### src/pnf_pkg.sv
// pnf_pkg: shared types and constants for the printf number formatter
// no dependencies
package pnf_pkg;

   localparam logic [7:0] CHAR_PERCENT = 8'h25;
   localparam logic [7:0] CHAR_ZERO    = 8'h30;
   localparam logic [7:0] CHAR_MINUS   = 8'h2D;
   localparam logic [7:0] SPEC_U       = 8'h75;
   localparam logic [7:0] SPEC_D_LO    = 8'h64;
   localparam logic [7:0] SPEC_D_HI    = 8'h44;
   localparam logic [7:0] SPEC_X       = 8'h78;
   localparam logic [7:0] SPEC_B       = 8'h62;
   localparam logic [7:0] SPEC_C       = 8'h63;
   localparam int IDX_W = 7;

   typedef enum logic [2:0] {
      ST_IDLE, ST_DEC, ST_EMIT
   } state_type;

   // kind of digit string that follows the prefix
   typedef enum logic [1:0] {
      BODY_NONE, BODY_HEX, BODY_BIN, BODY_DEC
   } body_type;

   // input transfer payload
   typedef struct packed {
      logic [7:0]  format_byte;
      logic [63:0] argument_value;
   } fmt_req_type;

   // result transfer payload
   typedef struct packed {
      logic [7:0] first_char;
      logic [7:0] second_char;
      logic [1:0] char_count;
      logic       last_of_run;
   } fmt_rsp_type;

   // controller to datapath
   typedef struct packed {
      logic load;      // accept input and decode
      logic dec_step;  // one shift-and-add step of decimal conversion
      logic dec_done;  // latch the decimal digit count
      logic emit;      // output transfer taken, advance read pointer
   } cmd_type;

   // datapath to controller
   typedef struct packed {
      logic need_dec;  // decimal conversion requested
      logic has_out;   // at least one character pending
      logic dec_last;  // final conversion step
      logic out_last;  // current item is last
   } status_type;

   function automatic logic [7:0] hex_char(input logic [3:0] v);
      hex_char = (v < 4'd10) ? (CHAR_ZERO + {4'd0, v}) : (8'h37 + {4'd0, v});
   endfunction

endpackage

### src/pnf_ctrl.sv
// pnf_ctrl: sequencing state machine of the formatter
// depends on pnf_pkg
module pnf_ctrl (
   input  logic               clock,
   input  logic               reset,
   input  logic               req_valid,
   output logic               req_ready,
   output logic               rsp_valid,
   input  logic               rsp_ready,
   input  pnf_pkg::status_type status,
   output pnf_pkg::cmd_type    cmd
);
   import pnf_pkg::*;

   state_type state_ff, state_in;

   // next state
   always_comb begin
      state_in = state_ff;
      unique case (state_ff)
         ST_IDLE: begin
            if (req_valid) state_in = ST_DEC;
         end
         ST_DEC: begin
            if (!status.need_dec || status.dec_last) state_in = ST_EMIT;
         end
         ST_EMIT: begin
            if (!status.has_out) state_in = ST_IDLE;
            else if (rsp_ready && status.out_last) state_in = ST_IDLE;
         end
         default: state_in = ST_IDLE;
      endcase
   end

   // outputs
   always_comb begin
      cmd = '0;
      req_ready = 1'b0;
      rsp_valid = 1'b0;
      unique case (state_ff)
         ST_IDLE: begin
            req_ready = 1'b1;
            cmd.load = req_valid;
         end
         ST_DEC: begin
            cmd.dec_step = status.need_dec;
            cmd.dec_done = status.need_dec && status.dec_last;
         end
         ST_EMIT: begin
            rsp_valid = status.has_out;
            cmd.emit = status.has_out && rsp_ready;
         end
         default: ;
      endcase
   end

   always_ff @(posedge clock) begin
      if (reset) state_ff <= ST_IDLE;
      else state_ff <= state_in;
   end
endmodule

### config.mk
export PLATFORM = sky130hd
export DESIGN_NAME = pnf_ctrl
export DESIGN_NICKNAME = d
export VERILOG_FILES = /design/src/pnf_pkg.sv /design/src/pnf_ctrl.sv
export SDC_FILE = /design/constraint.sdc
export NUM_CORES = 1
export LEC_CHECK = 0
export BUFFER_PORTS_ARGS = -buffer_cell sky130_fd_sc_hd__buf_4
export CORE_AREA = 10 10 47 49
export CTS_CLUSTER_DIAMETER = 80
export DETAILED_ROUTE_END_ITERATION = 7
export DIE_AREA = 0 0 57 59
export MAX_ROUTING_LAYER = met4
export PLACE_DENSITY = 0.35
export SYNTH_ARGS = -nofsm -noshare
export SYNTH_HDL_FRONTEND = slang
export SYNTH_SLANG_ARGS = --single-unit
### constraint.sdc
create_clock -name clock -period 1.1 [get_ports clock]
set_input_delay 0.11 -clock clock [delete_from_list [all_inputs] [get_ports clock]]
set_output_delay 0.11 -clock clock [all_outputs]
set_load 0.03 [all_outputs]
==> run summary <==
Status - finished, violations left
Violated checks - setup timing
RR Startpoint - state_ff[0]$_SDFFE_PP0P_
CTS Buf Count - 3
RSZ-0062 raised after global routing - true
LEAKAGE - 0.155 nW
Clock power share - 44.9%
Die area - 0.00336 mm^2
Initial antenna violation count - 0
FF-to-FF setup slack - 0.14 ns
Clk slew on worst S/H paths - 0.03 ns
Max Buffers Root-to-Sink - 2
PwrDens - 1110 mW/mm^2
Tightest Pin Transition - 0.134 ns
DIE WIDTH - 57 um
Leading registers by flop count - state_ff: 2 flops
Cells on worst reg2reg path - 3
Wire length per cell - 10.8 um
H-tree level count - 1
Synth area leader - dfxtp_1
Fin nets - 43
Vias in the first global route - 179
Yosys Warn Count - 0
Final period util - 108%
Top Family by Delay on Critical Path - simple AND/OR/NAND/NOR gates
Gate power share - 30.5%
Layout cell share with drive strength beyond 1 - 78.8%
Core area - 0.00140 mm^2
Crit-path slowest cell - dfxtp_2
# fillers - 167
HP Start - reset
Total GRT Usage - 3.70%
CTS root buf - clkbuf_4
Synth Instances - 16
Sequential share of the synthesized area - 28.8%
Sw Ratio - 26.9%
Peak supply drop - 0.475 mV
Vias - 174
Worst path max stage delay - 0.31 ns
Largest register FFs - 2
Hold Path End - state_ff[1]$_SDFFE_PP0P_
DRC - 0
Syn nets - 24
Yosys reg bits - 2
Final WL - 529 um
Largest net degree at the start of global routing - 6
Worst Setup SP - state_ff[1]$_SDFFE_PP0P_
Port Buffers - 13
Net switching power - 0.0000945 W
Most frequent cells in the layout - buf_4 (11), and2_4 (3), clkbuf_4 (3), buf_6 (3), dfxtp_2 (2)
Antenna cells - 0
Internal power - 0.000257 W
DRT iter0 DRCs - 0
Crit path kind - flip-flop to output pin
Syn avg cell area - 8.68 um^2
CP Max Fanout - 3
CP cell instances - and3b_4 > and2_4 > buf_6
GPL Wtd Cong - 0.720
Post-synthesis instance area - 139 um^2
Fin. max-slew vios - 0
Critical path arrival - 1.08 ns
Setup WS pre-CTS - 0.0296 ns
Fin util - 22.6%
WP data required - 0.99 ns
Critical path capture point type - output pin
First-pass GRT wire length - 814 um
Hold crit path type - primary input to flip-flop
Worst setup margin - -0.0896 ns
Worst Skew - 0.000890 ns
Total gr overflow - 0
Max Freq - 841 MHz
Post-synth top area share - 28.8%
# setup viols final - 2
Reg power frac - 24.5%
R2R Path End - state_ff[0]$_SDFFE_PP0P_
Final Critical Period - 1.19 ns
WP buf/inv - 1
CTS tree - done
Drt first pass iters - 1
Initial Utilization - 9.91%
Worst-Skew Late Latency - 0.22 ns
Commonest non-fill, non-tap cell in the layout - buf_4
Max-slew headroom - 91.1%
Max-cap violations - 0
Hold-critical path depth - 2
Total I/O pin count - 14
Post-route ant nets - 0
Setup crit start kind - flip-flop
Top reg by flops - state_ff
Area grow syn2layout - 128%
Hold Fails Final Rpt - 0
Clk sink count - 2
Unique cell type count in the Yosys netlist - 13
Vias per inst - 3.55
Area contributors post-synth - dfxtp_1 (29%), nor2b_4 (9.9%), and2_1 (9.0%), and3b_4 (9.0%), o211a_1 (7.2%)
Die Ht - 59 um
Final TNS setup - -0.126 ns
Row count - 14
[area by class of cell]
cell class	count	area [um^2]	share of cell area, %
Multi-Input combinational cell	13	111	35.2
Clock buffer	3	22.5	7.11
Sequential cell	2	42.5	13.4
Timing Repair Buffer	14	116	36.8
Inverter	1	3.75	1.19
Tap cell	16	20.0	6.32
[per-stage QoR]
| step | instance area [um^2] | std cells | hold slack (ns) | total power (W) |
|---|---|---|---|---|
| 2_1_floorplan | 151 | 16 | 0.179 | 0.000138 |
| 3_3_place_gp | 269 | 45 | 0.279 | 0.000183 |
| 3_5_place_dp | 269 | 45 | 0.281 | 0.000183 |
| 4_1_cts | 317 | 49 | 0.0350 | 0.000364 |
| 5_1_grt | 317 | 49 | 0.0345 | 0.000383 |
| 6_report | 317 | 49 | 0.0465 | 0.000351 |
[routing by layer]
| metal | routed length (um) | track usage [%] |
|---|---|---|
| met5 | 0 | - |
| met4 | 0 | 2.01 |
| met3 | 101 | 5.15 |
| met2 | 127 | 2.33 |
| met1 | 299 | 4.56 |
[how the worst max path moves through the flow]
stage | endpoint | depth (start not counted)
after CTS | cmd[1] | 3
after global placement | cmd[1] | 3
after global routing | cmd[1] | 3
after floorplan | cmd[0] | 3
final | cmd[1] | 3
after detailed placement | cmd[1] | 3
[power groups by stage]
stage / logic [W] / clock network, W / registers (W)
after global placement: 0.0000962 / 0 / 0.0000870
after CTS: 0.000109 / 0.000169 / 0.0000860
after detailed placement: 0.0000963 / 0 / 0.0000872
after global routing: 0.000115 / 0.000182 / 0.0000869
after floorplan: 0.0000520 / 0 / 0.0000859
final: 0.000107 / 0.000158 / 0.0000862
[synthesized netlist by cell type]
cell      count
and2_1        2
dfxtp_1       2
nor2_1        2
a211o_1       1
a21oi_1       1
and2_2        1
and3b_4       1
inv_1         1
nand2_1       1
nand2b_1      1
nand3b_1      1
nor2b_4       1
o211a_1       1
[kinds of logic (layout without fill, tap and decap cells)]
| logic type | count (synthesis) | after routing | synth area share, % |
|---|---|---|---|
| flops | 2 | 2 | 28.8 |
| buf+inv | 1 | 18 | 2.70 |
| compound gates | 3 | 3 | 17.1 |
| simple gates | 10 | 10 | 51.4 |
[what timing repair did]
action,CTS,global route
hold buffers,0,0
pin swaps,2,0
resized for setup,8,0
setup endpoints to repair,5,4
gates cloned,0,0
setup buffers,1,0
Power figures use the tool's default switching activity.
