File: config.mk
export PLATFORM = sky130hd
export DESIGN_NAME = pnf_dp
export DESIGN_NICKNAME = d
export VERILOG_FILES = /design/src/pnf_pkg.sv /design/src/pnf_dp.sv
export SDC_FILE = /design/constraint.sdc
export NUM_CORES = 1
export LEC_CHECK = 0
export BUFFER_PORTS_ARGS = -buffer_cell sky130_fd_sc_hd__clkbuf_2
export CAP_MARGIN = 20
export CORE_MARGIN = 3
export CORE_UTILIZATION = 55
export CTS_CLUSTER_DIAMETER = 60
export CTS_CLUSTER_SIZE = 10
export DETAILED_ROUTE_END_ITERATION = 12
export PLACE_DENSITY = 0.73
export SYNTH_ARGS = -nofsm -noshare
export SYNTH_HDL_FRONTEND = slang
export SYNTH_SLANG_ARGS = --single-unit
export TNS_END_PERCENT = 10
File: constraint.sdc
create_clock -name clock -period 6 [get_ports clock]
set_clock_uncertainty 0.2 [all_clocks]
set_input_delay 0.6 -clock clock [delete_from_list [all_inputs] [get_ports clock]]
set_output_delay 0.6 -clock clock [all_outputs]
set_load 0.01 [all_outputs]
File: src/pnf_pkg.sv
// pnf_pkg: shared types and constants for the printf number formatter
// no dependencies
package pnf_pkg;

   localparam logic [7:0] CHAR_PERCENT = 8'h25;
   localparam logic [7:0] CHAR_ZERO    = 8'h30;
   localparam logic [7:0] CHAR_MINUS   = 8'h2D;
   localparam logic [7:0] SPEC_U       = 8'h75;
   localparam logic [7:0] SPEC_D_LO    = 8'h64;
   localparam logic [7:0] SPEC_D_HI    = 8'h44;
   localparam logic [7:0] SPEC_X       = 8'h78;
   localparam logic [7:0] SPEC_B       = 8'h62;
   localparam logic [7:0] SPEC_C       = 8'h63;
   localparam int IDX_W = 7;

   typedef enum logic [2:0] {
      ST_IDLE, ST_DEC, ST_EMIT
   } state_type;

   // kind of digit string that follows the prefix
   typedef enum logic [1:0] {
      BODY_NONE, BODY_HEX, BODY_BIN, BODY_DEC
   } body_type;

   // input transfer payload
   typedef struct packed {
      logic [7:0]  format_byte;
      logic [63:0] argument_value;
   } fmt_req_type;

   // result transfer payload
   typedef struct packed {
      logic [7:0] first_char;
      logic [7:0] second_char;
      logic [1:0] char_count;
      logic       last_of_run;
   } fmt_rsp_type;

   // controller to datapath
   typedef struct packed {
      logic load;      // accept input and decode
      logic dec_step;  // one shift-and-add step of decimal conversion
      logic dec_done;  // latch the decimal digit count
      logic emit;      // output transfer taken, advance read pointer
   } cmd_type;

   // datapath to controller
   typedef struct packed {
      logic need_dec;  // decimal conversion requested
      logic has_out;   // at least one character pending
      logic dec_last;  // final conversion step
      logic out_last;  // current item is last
   } status_type;

   function automatic logic [7:0] hex_char(input logic [3:0] v);
      hex_char = (v < 4'd10) ? (CHAR_ZERO + {4'd0, v}) : (8'h37 + {4'd0, v});
   endfunction

endpackage

File: src/pnf_dp.sv
// pnf_dp: decode, double-dabble decimal unit and character selection
// depends on pnf_pkg
module pnf_dp (
   input  logic               clock,
   input  logic               reset,
   input  logic [7:0]         format_byte,
   input  logic [63:0]        argument_value,
   input  pnf_pkg::cmd_type    cmd,
   output pnf_pkg::status_type status,
   output logic [7:0]         first_char,
   output logic [7:0]         second_char,
   output logic [1:0]         char_count,
   output logic               last_of_run
);
   import pnf_pkg::*;

   logic              pend_ff;
   logic [7:0]        pre0_ff, pre1_ff;
   logic [1:0]        plen_ff;
   body_type          body_ff;
   logic [IDX_W-1:0]  ndig_ff, len_ff, rd_ff;
   logic [63:0]       val_ff;
   logic [79:0]       bcd_ff;
   logic [6:0]        cnt_ff;
   logic              need_ff;

   // character at a position: prefix first, then digits most significant first
   function automatic logic [7:0] char_at(
      input logic [IDX_W-1:0] pos,
      input logic [1:0]       plen,
      input logic [7:0]       pre0,
      input logic [7:0]       pre1,
      input body_type         body,
      input logic [IDX_W-1:0] ndig,
      input logic [63:0]      val,
      input logic [79:0]      bcd
   );
      logic [IDX_W-1:0] d;
      d = ndig - 7'd1 - (pos - {5'd0, plen});
      char_at = 8'd0;
      if (pos < {5'd0, plen}) char_at = (pos == 7'd0) ? pre0 : pre1;
      else begin
         case (body)
            BODY_HEX: char_at = hex_char(val[{d[3:0], 2'b00} +: 4]);
            BODY_BIN: char_at = CHAR_ZERO + {7'd0, val[d[5:0]]};
            BODY_DEC: char_at = CHAR_ZERO + {4'd0, bcd[{d[4:0], 2'b00} +: 4]};
            default: ;
         endcase
      end
   endfunction

   // decode of the accepted byte into prefix and digit string
   logic [7:0]        ld_pre0, ld_pre1;
   logic [1:0]        ld_plen;
   body_type          ld_body;
   logic [IDX_W-1:0]  ld_ndig, ld_len;
   logic              ld_dec, ld_pend;
   logic [63:0]       ld_val;
   logic [31:0]       lo;
   logic [3:0]        nbytes;
   logic [6:0]        nbits;
   always_comb begin
      ld_pre0 = format_byte;
      ld_pre1 = 8'd0;
      ld_plen = 2'd0;
      ld_body = BODY_NONE;
      ld_ndig = '0;
      ld_dec = 1'b0;
      ld_pend = 1'b0;
      ld_val = argument_value;
      lo = argument_value[31:0];
      nbytes = (argument_value[63:32] != 0) ? 4'd8 :
               (argument_value[31:16] != 0) ? 4'd4 :
               (argument_value[15:8] != 0) ? 4'd2 : 4'd1;
      nbits = {nbytes, 3'd0};
      if (!pend_ff) begin
         if (format_byte == CHAR_PERCENT) ld_pend = 1'b1;
         else ld_plen = 2'd1;
      end else begin
         case (format_byte)
            CHAR_PERCENT: ld_plen = 2'd1;
            SPEC_C: begin
               ld_pre0 = argument_value[7:0];
               ld_plen = 2'd1;
            end
            SPEC_U: begin
               ld_dec = 1'b1;
               ld_body = BODY_DEC;
            end
            SPEC_D_LO: begin
               ld_dec = 1'b1;
               ld_body = BODY_DEC;
               ld_val = {32'd0, lo};
               if (lo[31]) begin
                  ld_pre0 = CHAR_MINUS;
                  ld_plen = 2'd1;
                  ld_val = {32'd0, 32'd0 - lo};
               end
            end
            SPEC_D_HI: begin
               ld_dec = 1'b1;
               ld_body = BODY_DEC;
               if (argument_value[63]) begin
                  ld_pre0 = CHAR_MINUS;
                  ld_plen = 2'd1;
                  ld_val = 64'd0 - argument_value;
               end
            end
            SPEC_X: begin
               ld_pre0 = CHAR_ZERO;
               ld_pre1 = SPEC_X;
               ld_plen = 2'd2;
               ld_body = BODY_HEX;
               ld_ndig = {2'd0, nbytes, 1'b0};
            end
            SPEC_B: begin
               ld_pre0 = CHAR_ZERO;
               ld_pre1 = SPEC_B;
               ld_plen = 2'd2;
               ld_body = BODY_BIN;
               ld_ndig = nbits;
            end
            default: ;
         endcase
      end
      ld_len = {5'd0, ld_plen} + ld_ndig;
   end

   // one double-dabble step: add 3 to digits >= 5, then shift
   logic [79:0] bcd_adj;
   always_comb begin
      for (int i = 0; i < 20; i++)
         bcd_adj[4 * i +: 4] = (bcd_ff[4 * i +: 4] >= 4'd5) ?
                               bcd_ff[4 * i +: 4] + 4'd3 : bcd_ff[4 * i +: 4];
   end

   // number of decimal digits in the final bcd value, at least one
   logic [4:0] ndig;
   always_comb begin
      ndig = 5'd1;
      for (int i = 1; i < 20; i++)
         if (bcd_ff[4 * i +: 4] != 4'd0) ndig = 5'(i + 1);
   end

   // operand, digit string and pointers
   always_ff @(posedge clock) begin
      if (cmd.load) begin
         pre0_ff <= ld_pre0;
         pre1_ff <= ld_pre1;
         plen_ff <= ld_plen;
         body_ff <= ld_body;
         ndig_ff <= ld_ndig;
         len_ff <= ld_len;
         rd_ff <= '0;
         need_ff <= ld_dec;
         val_ff <= ld_val;
         bcd_ff <= '0;
         cnt_ff <= '0;
      end else if (cmd.dec_step) begin
         if (cmd.dec_done) begin
            ndig_ff <= {2'd0, ndig};
            len_ff <= len_ff + {2'd0, ndig};
            need_ff <= 1'b0;
         end else begin
            {bcd_ff, val_ff} <= {bcd_adj, val_ff} << 1;
            cnt_ff <= cnt_ff + 7'd1;
         end
      end else if (cmd.emit) begin
         rd_ff <= rd_ff + 7'd2;
      end
   end

   always_ff @(posedge clock) begin
      if (reset) pend_ff <= 1'b0;
      else if (cmd.load) pend_ff <= ld_pend;
   end

   // characters left to send
   logic [IDX_W-1:0] rem;
   assign rem = len_ff - rd_ff;

   always_comb begin
      status.need_dec = need_ff;
      status.dec_last = (cnt_ff == 7'd64);
      status.has_out = (rd_ff < len_ff);
      status.out_last = (rem <= 7'd2);
   end

   // result item from the read pointer
   assign first_char = char_at(rd_ff, plen_ff, pre0_ff, pre1_ff, body_ff, ndig_ff,
                               val_ff, bcd_ff);
   assign second_char = (rem >= 7'd2) ?
      char_at(rd_ff + 7'd1, plen_ff, pre0_ff, pre1_ff, body_ff, ndig_ff, val_ff, bcd_ff) :
      8'd0;
   assign char_count = (rem >= 7'd2) ? 2'd2 : 2'd1;
   assign last_of_run = status.out_last;
endmodule

==> run_results.csv <==
group,metric,value,unit
status,status,"finished, final reports clean",
synth,yosys.area.top_type,"edfxtp_1",
setup_path,reg2reg_from,"bcd_ff[17]",
grt,grt_pass1_wl,73.69,mm
placement,placed_area,0.01677,mm2
synth,synth-edff-count,93,
timing,slew_headroom,44.64,%
synth,yosysWarnings,0,
routing,drt_iter0_drc,1709,
floorplanning,initial_core_util,56.69,%
final_layout,syn_to_final_growth,8.871,%
setup_path,reg2reg_to,"len_ff[6]",
setup_path,worstSetupPathType,"flop to output pin",
setup_path,cpMaxStageDelayCell,"fa_4",
synth,synthTopCellsByCount,"208 x nor2_1, 203 x a21oi_1, 177 x nand2_1",
final_layout,n_antenna_cell,0,
synth,netlist_area,0.01597,mm2
timing,min_period,5.803,ns
setup_path,crit_chain,"inv_2 -> ha_1 -> inv_1 -> fa_1 -> fa_4 -> buf_4 -> buf_4 -> mux4_2 -> mux4_2 -> inv_1 -> a21o_1 -> a211oi_1 -> a21oi_1 -> clkbuf_2",
timing,hold_viol,0,
setup_path,r2r_cells,17,
clocking,h-tree-depth,4,
floorplanning,rows,61,
clocking,clk_latency,0.45,ns
timing,slew_viol_final,0,
final_layout,utilization,61.72,%
final_layout,nets,1997,
power,cellPowerDensity,242.1,mW/mm2
floorplanning,ios,101,
timing,tns,0,ns
worst_hold_path,hold_start,"reset",
grt,grt_max_degree,146,
power,share_comb_of_total_power,37.3,%
power,clkPwrFrac,27.2,%
setup_path,crit_path_max_incr_delay,0.93,ns
synth,avgSynthCellArea,8.930,um2
worst_hold_path,holdPathEnd,"pend_ff",
synth,ys_types,81,
synth,yosysTopAreaCellShare,17.49,%
power,irDropWorstVdd,0.2318,mV
setup_path,arrival,5.00,ns
clocking,clk_pin_slew_worst_paths,0.08,ns
placement,post-place-ws,0.4703,ns
power,p_sw_share,35.42,%
routing,ant_nets,0,
grt,track_usage,29.66,%
setup_path,r2r_setup_slack,1.56,ns
timing,grt_setup_unrepaired,"no",
routing,num_vias,14470,
placement,portBuffers,99,
power,p_int,2718,uW
timing,finalCritPeriodShare,96.71,%
synth,ys_top_cells_by_area,"edfxtp_1 17%, mux4_2 17%, dfxtp_1 12%, ha_1 6.5%, a21oi_1 6.4%",
worst_hold_path,hold_class,"input pin to flop",
grt,grt_antenna_before_repair,0,
routing,dr.pass1.iters,5,
synth,ys.flop_type,"dfxtp_1",
worst_hold_path,min_path_cells,2,
grt,grt_remaining_overflow,0,
placement,gp_congestion,0.9594,
setup_path,cp-start-kind,"flop",
routing,drt-wirelength-per-cell,20.84,um
clocking,cts_buffer_depth,2,
clocking,numCtsBuffers,17,
synth,synth_most_common_cell,"nor2_1",
floorplanning,fp.dieW,176.4,um
grt,grt_pass1_vias,13440,
timing,fin_ws,0.1971,ns
routing,drc,0,
floorplanning,design.core.area,0.02816,mm2
routing,wirelength,46.32,mm
run,max_cap_viol_count,0,
synth,ys_async_sr_fraction,0,%
placement,dp_hpwl,33.99,mm
floorplanning,die_height,176.4,um
setup_path,cp_max_fo,11,
floorplanning,dieArea,0.03111,mm2
final_layout,design_area,0.01738,mm2
synth,syn_inst,1788,
timing,tightest_slew,0.8228,ns
timing,timing.fmax,172.3,MHz
power,netSwitchingPower,1491,uW
timing,hold_ws,0.1061,ns
power,p_leak,0.006307,uW
power,seqPwrFrac,35.5,%
synth,synth.net_count,1953,
setup_path,required,5.20,ns
routing,via_per_inst,6.509,
synth,yosysSeqAreaShare,29.28,%
synth,ys_ff_latch,187,
timing,setup_violations,0,
clocking,cts_tree,"yes",
final_layout,drive_gt1_share,17.45,%
clocking,cts-root-buf,"clkbuf_16",
setup_path,end_kind,"output pin",
clocking,clock_sinks,187,
[logic make-up after synthesis]
| logic type | count (synthesis) | synth area share, % |
|---|---|---|
| and+or+nand+nor | 633 | 18.74 |
| AOI/OAI and AO/OA | 462 | 17.19 |
| DFF | 187 | 29.28 |
| buffers and inverters | 185 | 4.569 |
| muxes | 140 | 18.09 |
| xor gates and xnor gates | 93 | 5.102 |
| adders and majority gates | 87 | 7.006 |
| other | 1 | 0.02349 |
[layer usage]
layer | global-route usage, % | vias to the layer above | wire length (um)
met4 | 8.118 | 0 | 1134
met2 | 46.97 | 697 | 21550
met1 | 42.71 | 6968 | 19650
li1 | - | 6709 | -
met3 | 4.538 | 95 | 3990
met5 | 0 | - | 0
[registers in the layout, indices dropped and copies added, names as in the netlist]
register / flops
bcd_ff: 80
body_ff: 2
cnt_ff: 7
len_ff: 7
ndig_ff: 6
need_ff: 1
pend_ff: 1
plen_ff: 2
pre0_ff: 8
pre1_ff: 3
rd_ff: 6
val_ff: 64
[worst max path at each step]
stage / slack (ns) / cells past startpoint / to / start
after floorplan: 0.74 / 15 / second_char[2] / ndig_ff[0]
after global placement: 0.55 / 14 / second_char[2] / ndig_ff[0]
after detailed placement: 0.47 / 14 / second_char[2] / ndig_ff[0]
after CTS: 0.06 / 14 / second_char[2] / ndig_ff[0]
after global routing: 0.07 / 15 / second_char[2] / ndig_ff[0]
final: 0.20 / 14 / second_char[0] / ndig_ff[0]
[layout by cell type, fill, tap and decap left out, types with 5 or more instances in the layout]
cell       synthesis  layout
nand4_1            9       9
nor3b_1           14      14
nand3b_1          10      10
a31oi_1           25      25
nand2_1          177     176
dfxtp_1           94      94
edfxtp_1          93      93
mux2i_1           13      13
o31ai_1            5       5
nand3_1           44      44
a21o_1            17      17
nor2b_1            9       8
a22oi_1            8       8
clkbuf_2           0      98
xnor2_1           53      52
o211ai_1          10      10
and2_1             6       6
nor2_1           208     208
nor4_1            11      11
ha_1              83      81
o21ai_0          113     113
buf_4              3      28
mux2_2             9       9
clkinv_4           0       5
clkbuf_16          0      18
a211oi_1          10       9
inv_6              0       5
mux4_2           118     118
a221oi_1           6       6
xor2_1            40      39
nand2b_1          27      26
o21a_1             7       7
a21oi_1          203     203
nor3_1            58      58
o41ai_1            5       5
inv_1             81      80
or4_1             11      11
and3_1             8       8
or3_1             12      12
or2_2              7       7
[power groups by stage]
stage	Combinational [uW]	Sequential [uW]	Clock, uW
after detailed placement	1520	1520	0
after floorplan	1140	1480	0
after global placement	1500	1510	0
after CTS	1550	1490	1150
final	1570	1490	1150
after global routing	1690	1500	1200
[final cells by class]
| cell class | count | area [um2] |
|---|---|---|
| Inverter | 82 | 307.8 |
| Clock inverter | 12 | 105.1 |
| Clock buffer | 20 | 467.9 |
| Tap cell | 378 | 473.0 |
| Fill cell | 2400 | 10780 |
| Sequential cell | 187 | 4674 |
| Timing Repair Buffer | 128 | 732.0 |
| Multi-Input combinational cell | 1416 | 10620 |
[per-stage QoR]
stage	cells	total power [uW]
after detailed placement	2186	3042
final	2223	4209
after floorplan	1788	2613
after global placement	2186	3011
after CTS	2222	4185
after global routing	2223	4389
[critical path, delay by kind of cell, from the launching register on]
family | cells | cell delay [ns]
buf+inv | 6 | 0.90
mux | 2 | 1.06
flops | 1 | 0.44
fa+ha+maj | 3 | 1.64
compound gates | 3 | 0.52
[what timing repair did]
| action | in CTS | in global routing |
|---|---|---|
| pin swaps | 1 | 1 |
| gates resized for setup | 0 | 2 |
| hold buffers | 0 | 0 |
| buffers inserted | 4 | 1 |
| endpoints found under the setup margin | 1 | 4 |
(Power assumes the default switching activity.)
